**src/hw/rtl/lrp_pkg.sv**
```systemverilog
// Package for the link response parser: phase and op codes, characters, digit helper.
`default_nettype none

package lrp_pkg;

  localparam int LRP_BUFFER_DEPTH = 11;
  localparam int IDX_W = 4;

  typedef enum logic [2:0] {
    PH_IDLE            = 3'd0,
    PH_WAIT_CONNECT    = 3'd1,
    PH_CONNECTED       = 3'd2,
    PH_INCOMING        = 3'd3,
    PH_WAIT_INFO       = 3'd4,
    PH_STORING         = 3'd5,
    PH_STRING_RECEIVED = 3'd6,
    PH_WAIT_DISCONNECT = 3'd7
  } phase_e;

  typedef enum logic [1:0] {
    OP_RX_BYTE = 2'd0,
    OP_CONNECT = 2'd1,
    OP_TIMEOUT = 2'd2
  } op_e;

  localparam logic [7:0] CH_DASH  = 8'h2d;
  localparam logic [7:0] CH_COLON = 8'h3a;
  localparam logic [7:0] CH_ZERO  = 8'h30;
  localparam logic [7:0] CH_C     = 8'h43;
  localparam logic [7:0] CH_I     = 8'h49;
  localparam logic [7:0] CH_LT    = 8'h3c;
  localparam logic [7:0] CH_GT    = 8'h3e;
  localparam logic [7:0] CH_D     = 8'h44;
  localparam logic [7:0] CH_N     = 8'h4e;
  localparam logic [7:0] CH_O     = 8'h4f;
  localparam logic [7:0] CH_K     = 8'h4b;
  localparam logic [7:0] TEN      = 8'd10;

  function automatic logic [7:0] two_digits(input logic [7:0] hi, input logic [7:0] lo);
    logic [7:0] h;
    logic [7:0] l;
    h = hi - CH_ZERO;
    l = lo - CH_ZERO;
    return 8'(h * TEN) + l;
  endfunction

endpackage

`default_nettype wire

```
**src/hw/rtl/lrp_if.sv**
```systemverilog
// Handshake channels of the link response parser: input beats and result beats.
`default_nettype none

interface lrp_in_if import lrp_pkg::*; ();
  logic       valid;
  logic       ready;
  logic [1:0] op;
  logic [7:0] rx_byte;

  modport source (output valid, output op, output rx_byte, input ready);
  modport sink (input valid, input op, input rx_byte, output ready);
endinterface

interface lrp_out_if import lrp_pkg::*; ();
  logic       valid;
  logic       ready;
  logic [2:0] link_state;
  logic       time_set;
  logic [7:0] day_value;
  logic [7:0] hour_value;
  logic [7:0] minute_value;
  logic [7:0] second_value;
  logic       ok_seen;

  modport source (
    output valid, output link_state, output time_set, output day_value,
    output hour_value, output minute_value, output second_value, output ok_seen,
    input ready
  );
  modport sink (
    input valid, input link_state, input time_set, input day_value,
    input hour_value, input minute_value, input second_value, input ok_seen,
    output ready
  );
endinterface

`default_nettype wire

```
**src/hw/rtl/link_response_parser.sv**
```systemverilog
// Link response parser: follows connection messages of a serial network module.
//
// Input channel in_i carries one beat per event: op (received byte, start
// connect, connect timeout) and rx_byte. Output channel out_o returns exactly
// one result beat per input beat, in order: the link phase after the event,
// plus time-set and OK flags with the parsed day, hour, minute and second.
// Bracketed text is kept in a BUFFER_DEPTH-byte store and checked as soon
// as the closing bracket has arrived.
// A beat is held in an input register, then the phase logic and store check
// run in one pass into the result register.
// Throughput is one beat per cycle while the receiver takes each result.
// While the receiver stalls, the input register still takes one more beat;
// after that in_i.ready drops until the result is taken.
// Reset clears the phase, index, byte counter and the whole store at once,
// so no clearing pass is needed; both channels are empty after reset.
`default_nettype none

module link_response_parser import lrp_pkg::*; #(
  parameter int BUFFER_DEPTH = LRP_BUFFER_DEPTH
) (
  input  wire         clk_i,
  input  wire         rst_ni,
  lrp_in_if.sink      in_i,
  lrp_out_if.source   out_o
);

  localparam logic [IDX_W:0] DEPTH_W = (IDX_W + 1)'(BUFFER_DEPTH);

  // input register
  logic       s1_valid_q, s1_valid_d;
  logic [1:0] s1_op_q;
  logic [7:0] s1_byte_q;

  // block state
  phase_e           ph_q, ph_d;
  logic [IDX_W-1:0] idx_q, idx_d;
  logic [1:0]       cnt_q, cnt_d;
  logic [7:0]       store_q [BUFFER_DEPTH];
  logic             we;

  // result register
  logic       out_valid_q;
  phase_e     res_ph_q;
  logic       res_tset_q, res_tset_d;
  logic       res_ok_q, res_ok_d;
  logic [7:0] res_day_q, res_day_d;
  logic [7:0] res_hr_q, res_hr_d;
  logic [7:0] res_mn_q, res_mn_d;
  logic [7:0] res_sc_q, res_sc_d;

  logic       s1_adv;
  logic       in_acc;
  logic       step;
  phase_e     ph_mid;
  phase_e     ph_upd;
  logic [1:0] cnt_sat;
  logic [IDX_W:0] idx_next;

  assign s1_adv     = !out_valid_q || out_o.ready;
  assign in_i.ready = !s1_valid_q || s1_adv;
  assign in_acc     = in_i.valid && in_i.ready;
  assign step       = s1_valid_q && s1_adv;

  always_comb begin
    s1_valid_d = s1_valid_q;
    if (in_acc) begin
      s1_valid_d = 1'b1;
    end else if (s1_adv) begin
      s1_valid_d = 1'b0;
    end
  end

  always_ff @(posedge clk_i or negedge rst_ni) begin
    if (!rst_ni) begin
      s1_valid_q <= 1'b0;
    end else begin
      s1_valid_q <= s1_valid_d;
    end
  end

  always_ff @(posedge clk_i) begin
    if (in_acc) begin
      s1_op_q   <= in_i.op;
      s1_byte_q <= in_i.rx_byte;
    end
  end

  // phase update for the held beat
  always_comb begin
    ph_upd   = ph_q;
    ph_mid   = ph_q;
    idx_d    = idx_q;
    cnt_d    = cnt_q;
    we       = 1'b0;
    cnt_sat  = (cnt_q != 2'd3) ? cnt_q + 2'd1 : cnt_q;
    idx_next = {1'b0, idx_q} + (IDX_W + 1)'(1);
    unique case (s1_op_q)
      OP_RX_BYTE: begin
        cnt_d = cnt_sat;
        priority if (s1_byte_q == CH_C) begin
          if (ph_q == PH_IDLE || ph_q == PH_WAIT_CONNECT) begin
            ph_upd = PH_CONNECTED;
            cnt_d  = 2'd0;
          end
        end else if (s1_byte_q == CH_I) begin
          if (ph_q == PH_CONNECTED && cnt_sat == 2'd1) begin
            ph_upd = PH_INCOMING;
          end
        end else if (s1_byte_q == CH_LT) begin
          if (ph_q == PH_WAIT_INFO) begin
            ph_upd = PH_STORING;
          end
        end else begin
          if (s1_byte_q == CH_GT && ph_q == PH_STORING) begin
            ph_mid = PH_STRING_RECEIVED;
          end
          ph_upd = ph_mid;
          unique case (ph_mid)
            PH_CONNECTED: ph_upd = PH_WAIT_INFO;
            PH_STORING: begin
              we = {1'b0, idx_q} < DEPTH_W;
              if (idx_next >= DEPTH_W) begin
                ph_upd = PH_WAIT_DISCONNECT;
              end
              idx_d = idx_next[IDX_W-1:0];
            end
            PH_STRING_RECEIVED, PH_WAIT_DISCONNECT, PH_INCOMING: begin
              if (s1_byte_q == CH_D) begin
                ph_upd = PH_IDLE;
                idx_d  = '0;
              end
            end
            PH_WAIT_CONNECT: begin
              if (s1_byte_q == CH_N || s1_byte_q == CH_D) begin
                ph_upd = PH_IDLE;
                idx_d  = '0;
              end
            end
            default: ;
          endcase
        end
      end
      OP_CONNECT: begin
        if (ph_q == PH_IDLE) begin
          ph_upd = PH_WAIT_CONNECT;
        end
      end
      OP_TIMEOUT: begin
        if (ph_q == PH_WAIT_CONNECT) begin
          ph_upd = PH_IDLE;
        end
      end
      default: ;
    endcase
  end

  // store check; no store write can coincide with the string received phase
  always_comb begin
    ph_d       = ph_upd;
    res_tset_d = 1'b0;
    res_ok_d   = 1'b0;
    res_day_d  = '0;
    res_hr_d   = '0;
    res_mn_d   = '0;
    res_sc_d   = '0;
    if (ph_upd == PH_STRING_RECEIVED) begin
      priority if (store_q[1] == CH_DASH && store_q[4] == CH_COLON) begin
        ph_d       = PH_WAIT_DISCONNECT;
        res_tset_d = 1'b1;
        res_day_d  = store_q[0] - CH_ZERO;
        res_hr_d   = two_digits(store_q[2], store_q[3]);
        res_mn_d   = two_digits(store_q[5], store_q[6]);
        res_sc_d   = two_digits(store_q[8], store_q[9]);
      end else if (store_q[0] == CH_O && store_q[1] == CH_K) begin
        ph_d     = PH_WAIT_DISCONNECT;
        res_ok_d = 1'b1;
      end else begin
        // no match: keep waiting in string received
        ph_d = PH_STRING_RECEIVED;
      end
    end
  end

  always_ff @(posedge clk_i or negedge rst_ni) begin
    if (!rst_ni) begin
      ph_q  <= PH_IDLE;
      idx_q <= '0;
      cnt_q <= '0;
      for (int i = 0; i < BUFFER_DEPTH; i++) begin
        store_q[i] <= '0;
      end
    end else if (step) begin
      ph_q  <= ph_d;
      idx_q <= idx_d;
      cnt_q <= cnt_d;
      for (int i = 0; i < BUFFER_DEPTH; i++) begin
        if (we && idx_q == IDX_W'(i)) begin
          store_q[i] <= s1_byte_q;
        end
      end
    end
  end

  always_ff @(posedge clk_i or negedge rst_ni) begin
    if (!rst_ni) begin
      out_valid_q <= 1'b0;
    end else if (s1_adv) begin
      out_valid_q <= s1_valid_q;
    end
  end

  always_ff @(posedge clk_i) begin
    if (step) begin
      res_ph_q   <= ph_d;
      res_tset_q <= res_tset_d;
      res_ok_q   <= res_ok_d;
      res_day_q  <= res_day_d;
      res_hr_q   <= res_hr_d;
      res_mn_q   <= res_mn_d;
      res_sc_q   <= res_sc_d;
    end
  end

  assign out_o.valid        = out_valid_q;
  assign out_o.link_state   = res_ph_q;
  assign out_o.time_set     = res_tset_q;
  assign out_o.ok_seen      = res_ok_q;
  assign out_o.day_value    = res_day_q;
  assign out_o.hour_value   = res_hr_q;
  assign out_o.minute_value = res_mn_q;
  assign out_o.second_value = res_sc_q;

  a_match_leaves_wait_disc: assert property (@(posedge clk_i) disable iff (!rst_ni)
    out_valid_q && (res_tset_q || res_ok_q) |-> res_ph_q == PH_WAIT_DISCONNECT)
    else $error("match result without wait disconnect phase");

  a_flags_exclusive: assert property (@(posedge clk_i) disable iff (!rst_ni)
    out_valid_q |-> !(res_tset_q && res_ok_q))
    else $error("time set and OK reported together");

  a_index_in_range: assert property (@(posedge clk_i) disable iff (!rst_ni)
    ph_q == PH_STORING |-> {1'b0, idx_q} < DEPTH_W)
    else $error("store index past depth while storing");

  a_beat_reaches_output: assert property (@(posedge clk_i) disable iff (!rst_ni)
    step |=> out_valid_q)
    else $error("processed beat did not reach the result register");

endmodule

`default_nettype wire

```
**src/flat_wrapper.sv**
```systemverilog
// flat-port wrapper written by rule: the top's interface ports become plain ports
module link_response_parser_flat import lrp_pkg::*;
#(
  parameter int BUFFER_DEPTH = LRP_BUFFER_DEPTH
)
  (clk_i, rst_ni, in_i_valid, in_i_op, in_i_rx_byte, in_i_ready, out_o_valid, out_o_link_state, out_o_time_set, out_o_day_value, out_o_hour_value, out_o_minute_value, out_o_second_value, out_o_ok_seen, out_o_ready);
  lrp_in_if in_i_i ();
  lrp_out_if out_o_i ();
  input  wire clk_i;
  input  wire rst_ni;
  input wire logic [$bits(in_i_i.valid)-1:0] in_i_valid;
  input wire logic [$bits(in_i_i.op)-1:0] in_i_op;
  input wire logic [$bits(in_i_i.rx_byte)-1:0] in_i_rx_byte;
  output wire logic [$bits(in_i_i.ready)-1:0] in_i_ready;
  output wire logic [$bits(out_o_i.valid)-1:0] out_o_valid;
  output wire logic [$bits(out_o_i.link_state)-1:0] out_o_link_state;
  output wire logic [$bits(out_o_i.time_set)-1:0] out_o_time_set;
  output wire logic [$bits(out_o_i.day_value)-1:0] out_o_day_value;
  output wire logic [$bits(out_o_i.hour_value)-1:0] out_o_hour_value;
  output wire logic [$bits(out_o_i.minute_value)-1:0] out_o_minute_value;
  output wire logic [$bits(out_o_i.second_value)-1:0] out_o_second_value;
  output wire logic [$bits(out_o_i.ok_seen)-1:0] out_o_ok_seen;
  input wire logic [$bits(out_o_i.ready)-1:0] out_o_ready;
  assign in_i_i.valid = in_i_valid;
  assign in_i_i.op = in_i_op;
  assign in_i_i.rx_byte = in_i_rx_byte;
  assign in_i_ready = in_i_i.ready;
  assign out_o_valid = out_o_i.valid;
  assign out_o_link_state = out_o_i.link_state;
  assign out_o_time_set = out_o_i.time_set;
  assign out_o_day_value = out_o_i.day_value;
  assign out_o_hour_value = out_o_i.hour_value;
  assign out_o_minute_value = out_o_i.minute_value;
  assign out_o_second_value = out_o_i.second_value;
  assign out_o_ok_seen = out_o_i.ok_seen;
  assign out_o_i.ready = out_o_ready;
  link_response_parser #(.BUFFER_DEPTH(BUFFER_DEPTH)) u_core (.clk_i(clk_i), .rst_ni(rst_ni), .in_i(in_i_i), .out_o(out_o_i));
endmodule
```
**config.mk**
```make
export PLATFORM = sky130hd
export DESIGN_NAME = link_response_parser_flat
export DESIGN_NICKNAME = d
export VERILOG_FILES = /design/src/hw/rtl/lrp_pkg.sv /design/src/hw/rtl/lrp_if.sv /design/src/hw/rtl/link_response_parser.sv /design/src/flat_wrapper.sv
export SDC_FILE = /design/constraint.sdc
export NUM_CORES = 1
export LEC_CHECK = 0
export ABC_AREA = 1
export BUFFER_PORTS_ARGS = -buffer_cell sky130_fd_sc_hd__buf_2
export CAP_MARGIN = 5
export CORE_AREA = 2 2 120 98
export CTS_CLUSTER_DIAMETER = 150
export DETAILED_ROUTE_END_ITERATION = 12
export DIE_AREA = 0 0 122 100
export PLACE_DENSITY_LB_ADDON = 0.08
export SLEW_MARGIN = 0
export SYNTH_ARGS = -nofsm -noshare
export SYNTH_HDL_FRONTEND = slang
export SYNTH_SLANG_ARGS = --single-unit
```
**constraint.sdc**
```tcl
create_clock -name clk_i -period 8.5 [get_ports clk_i]
set_clock_uncertainty 0.2 [all_clocks]
set_input_delay 0.85 -clock clk_i [delete_from_list [all_inputs] [get_ports clk_i]]
set_output_delay 0.85 -clock clk_i [all_outputs]
set_load 0.02 [all_outputs]
```
==> summary.md <==
| Metric | Value |
|---|---|
| Status | `finished clean` |
| CP Max Fanout | `4` |
| Dpl cell area | `~7400 um^2` |
| Vias in the first global route | `~5,300` |
| Worst Tran Pin Value | `1.01 ns` |
| Sequential cell area fraction in the yosys report | `0.487` |
| Slew margin rel. | `0.325` |
| Top Ports | `53` |
| Synth warn | `0` |
| Net Count, Synth | `840` |
| Setup crit start | `u_core.store_q[44]` |
| Die width | `122 um` |
| WL final | `between 10 and 15 mm` |
| FP Rows | `35` |
| Slowest stage delay, CP | `around 0.42 ns` |
| Setup TNS | `0 ns` |
| Min Tclk post-route | `3.15 ns` |
| Worst-path cell chain | `ha_1 -> ha_1 -> ha_1 -> xor2_1 -> ha_1 -> inv_1 -> ha_1 -> a21oi_1 -> xnor2_1 -> inv_1 -> nor3_1` |
| Post-route ant nets | `0` |
| Largest net degree at the start of global routing | `81` |
| Slew Limit Fails | `0` |
| Setup crit start kind | `flip-flop` |
| Post-CTS sizing | `0` |
| Die ar. | `roughly 12,000 um^2` |
| Syn Inst Count | `757` |
| Worst setup EP type | `flip-flop` |
| Clock-pin slew on the worst setup and hold paths | `around 0.060 ns` |
| WL/cell | `between 15 and 20 um` |
| CTS tree | `yes` |
| Slowest CP cell | `dfrtp_1` |
| IO Port Bufs | `between 50 and 60` |
| Most common cell after layout, fill and taps aside | `inv_1` |
| Longest Clk Path Bufs | `2` |
| Cell area after layout | `roughly 8000 um^2` |
| Gr ovfl total | `0` |
| Die Y | `around 100 um` |
| Post-Syn Area per Cell | `about 9.3 um^2` |
| Final-report setup violation count | `0` |
| Drt drc | `0` |
| Fmax | `between 300 and 400 MHz` |
| Worst min path class | `reg2reg` |
| Total of max-cap violations | `0` |
| Worst EP required | `8.53 ns` |
| CTS Hold Bufs | `0` |
| Tot Pwr | `~1.8 mW` |
| FF+latch count, synth | `between 100 and 150` |
| Cell repeated most along the worst path | `ha_1` |
| Vias | `~5,200` |
| RePlAce Congestion | `0.935` |
| Synth cell types | `34` |
| Clock Latency Late Sink | `0.41 ns` |
| TritonCTS buffer count | `17` |
| Final HPWL DP | `just under 10 mm` |
| Initial antenna violation count | `0` |
| Starting density of the core | `0.628` |
| Setup CP Type | `reg2reg` |
| Total Routing Usage GR | `0.268` |
| Util after Layout | `0.719` |
| Synth Cell Area | `7010 um^2` |
| Period utilization | `0.371` |
| H-tree Lvls | `4` |
| Arr. time, crit path | `~3.2 ns` |
| Layout cells sized above 1 | `0.140` |
| Routed vias/inst | `5.32` |
| CTS Sinks | `around 130` |
| Most frequent cells in the layout | `inv_1 (144), nand2_1 (94), dfrtp_1 (80), nor2_1 (72), a21oi_1 (64)` |
| Worst r2r src | `u_core.store_q[44]` |
| Root Buffer | `clkbuf_16` |
| VDD IR max | `0.229 mV` |
| Setup Buffers After CTS | `0` |
| Antenna cell count | `0` |
| First DRT Iteration DRCs | `320` |
| Filler Cell Count | `between 800 and 900` |
| NumNets Final | `896` |
| Hold WS | `about 0.26 ns` |
| Pre-antenna DRT Iters | `5` |
| Pwr Density | `between 200 and 250 nW/um^2` |
| Leakage | `about 4.3 nW` |
| First-pass GRT wire length | `roughly 25 mm` |
| Hold Vio Cnt, Final | `0` |
| RSZ-0062 raised after global routing | `no` |
| Core area | `11,200 um^2` |
| Hold path start | `u_core.store_q[79]` |
| Area Growth Syn to Fin | `14.6%` |
power by group:
group | switching [mW] | leakage (nW) | internal (mW) | total [mW]
combinational | 0.188 | 2.44 | 0.0797 | 0.268
clock | 0.275 | 0.325 | 0.521 | 0.797
sequential | 0.0375 | 1.56 | 0.690 | 0.728
Yosys cell counts:
library cell  number  share of area
xnor2_1           19          0.024
buf_2              6         0.0043
o32ai_1            1         0.0012
fa_1               6          0.017
nor2_1            72          0.039
buf_6              5         0.0080
nor3_1            26          0.019
o21ai_0           37          0.026
clkinv_2           1        0.00071
clkbuf_1           6         0.0032
inv_1            144          0.077
and2_4             1         0.0012
inv_2              6         0.0032
nor3_2             8          0.011
nor2_2             3         0.0027
o211ai_1           1         0.0011
a21oi_1           64          0.046
xor2_1            13          0.016
or2_2              1        0.00089
nor2_4             1         0.0016
a21boi_2           1         0.0016
nor4b_1            3         0.0037
o22ai_1            1        0.00089
nand4_1            8         0.0071
edfxtp_1          47           0.20
ha_1              63           0.11
nand2_2            5         0.0045
nand4_2            2         0.0036
nand3_1           28          0.020
nand2_1           94          0.050
nor4_1             2         0.0018
nand4_4            1         0.0030
nand3_2            1         0.0014
dfrtp_1           80           0.29
state kept, by name (all words and copies together) (netlist names), 2 cells and up:
signal                     flops
u_core.out_o.minute_value      8
u_core.idx_q                   4
u_core.out_o.day_value         8
u_core.out_o.link_state        3
u_core.s1_byte_q               8
u_core.out_o.second_value      8
u_core.cnt_q                   2
u_core.s1_op_q                 2
u_core.out_o.hour_value        8
u_core.ph_q                    3
u_core.store_q                69
per-layer routing:
layer | vias to the layer above | routed length [um] | GRT usage
li1 | 2553 | - | -
met1 | 2458 | 6820 | 0.358
met5 | - | 0 | 0
met4 | 0 | 199 | 0.0858
met3 | 16 | 763 | 0.0665
met2 | 154 | 7050 | 0.434
worst max-delay path: cells and delay by family, from the launching register on:
family | cells | cell delay (ns)
AND/OR/NAND/NOR | 1 | 0.15
buffers and inverters | 2 | 0.09
adder cells (fa/ha/maj) | 5 | 1.57
AO/OA/AOI/OAI | 1 | 0.23
XOR/XNOR | 2 | 0.31
flip-flops | 1 | 0.42
cells by family after synthesis:
family                   share of synthesized area
adder cells (fa/ha/maj)                      0.130
XOR/XNOR                                    0.0400
AO/OA/AOI/OAI                               0.0769
buffers and inverters                       0.0965
AND/OR/NAND/NOR                              0.170
flip-flops                                   0.487
final timing paths:
kind | endpoint | slack (ns) | cells past startpoint
max in group asynchronous | u_core.store_q[85] | 7.03 | 1
hold / removal | u_core.store_q[79] | 0.26 | 2
setup reg to reg | u_core.out_o.minute_value[7] | 5.35 | 11
min in group asynchronous | u_core.s1_valid_q | 0.37 | 1
hold reg to reg | u_core.store_q[79] | 0.26 | 2
setup / recovery | u_core.out_o.minute_value[7] | 5.35 | 11
cell type report:
class,instances,area (um^2),area share
sequential,127,3410,0.425
tap,148,185,0.0230
clock inverter,9,113,0.0140
inverter,151,568,0.0707
timing repair buffer,54,278,0.0346
clock buffer,23,554,0.0690
multi-input combinational,462,2920,0.364
metrics by stage:
step | setup slack (ns) | instances
5_1_grt | 5.13 | 974
3_5_place_dp | 5.38 | 942
4_1_cts | 5.34 | 974
2_1_floorplan | 5.51 | 757
6_report | 5.35 | 974
3_3_place_gp | 5.39 | 942
Note: power is estimated with default switching activity, not from simulation.
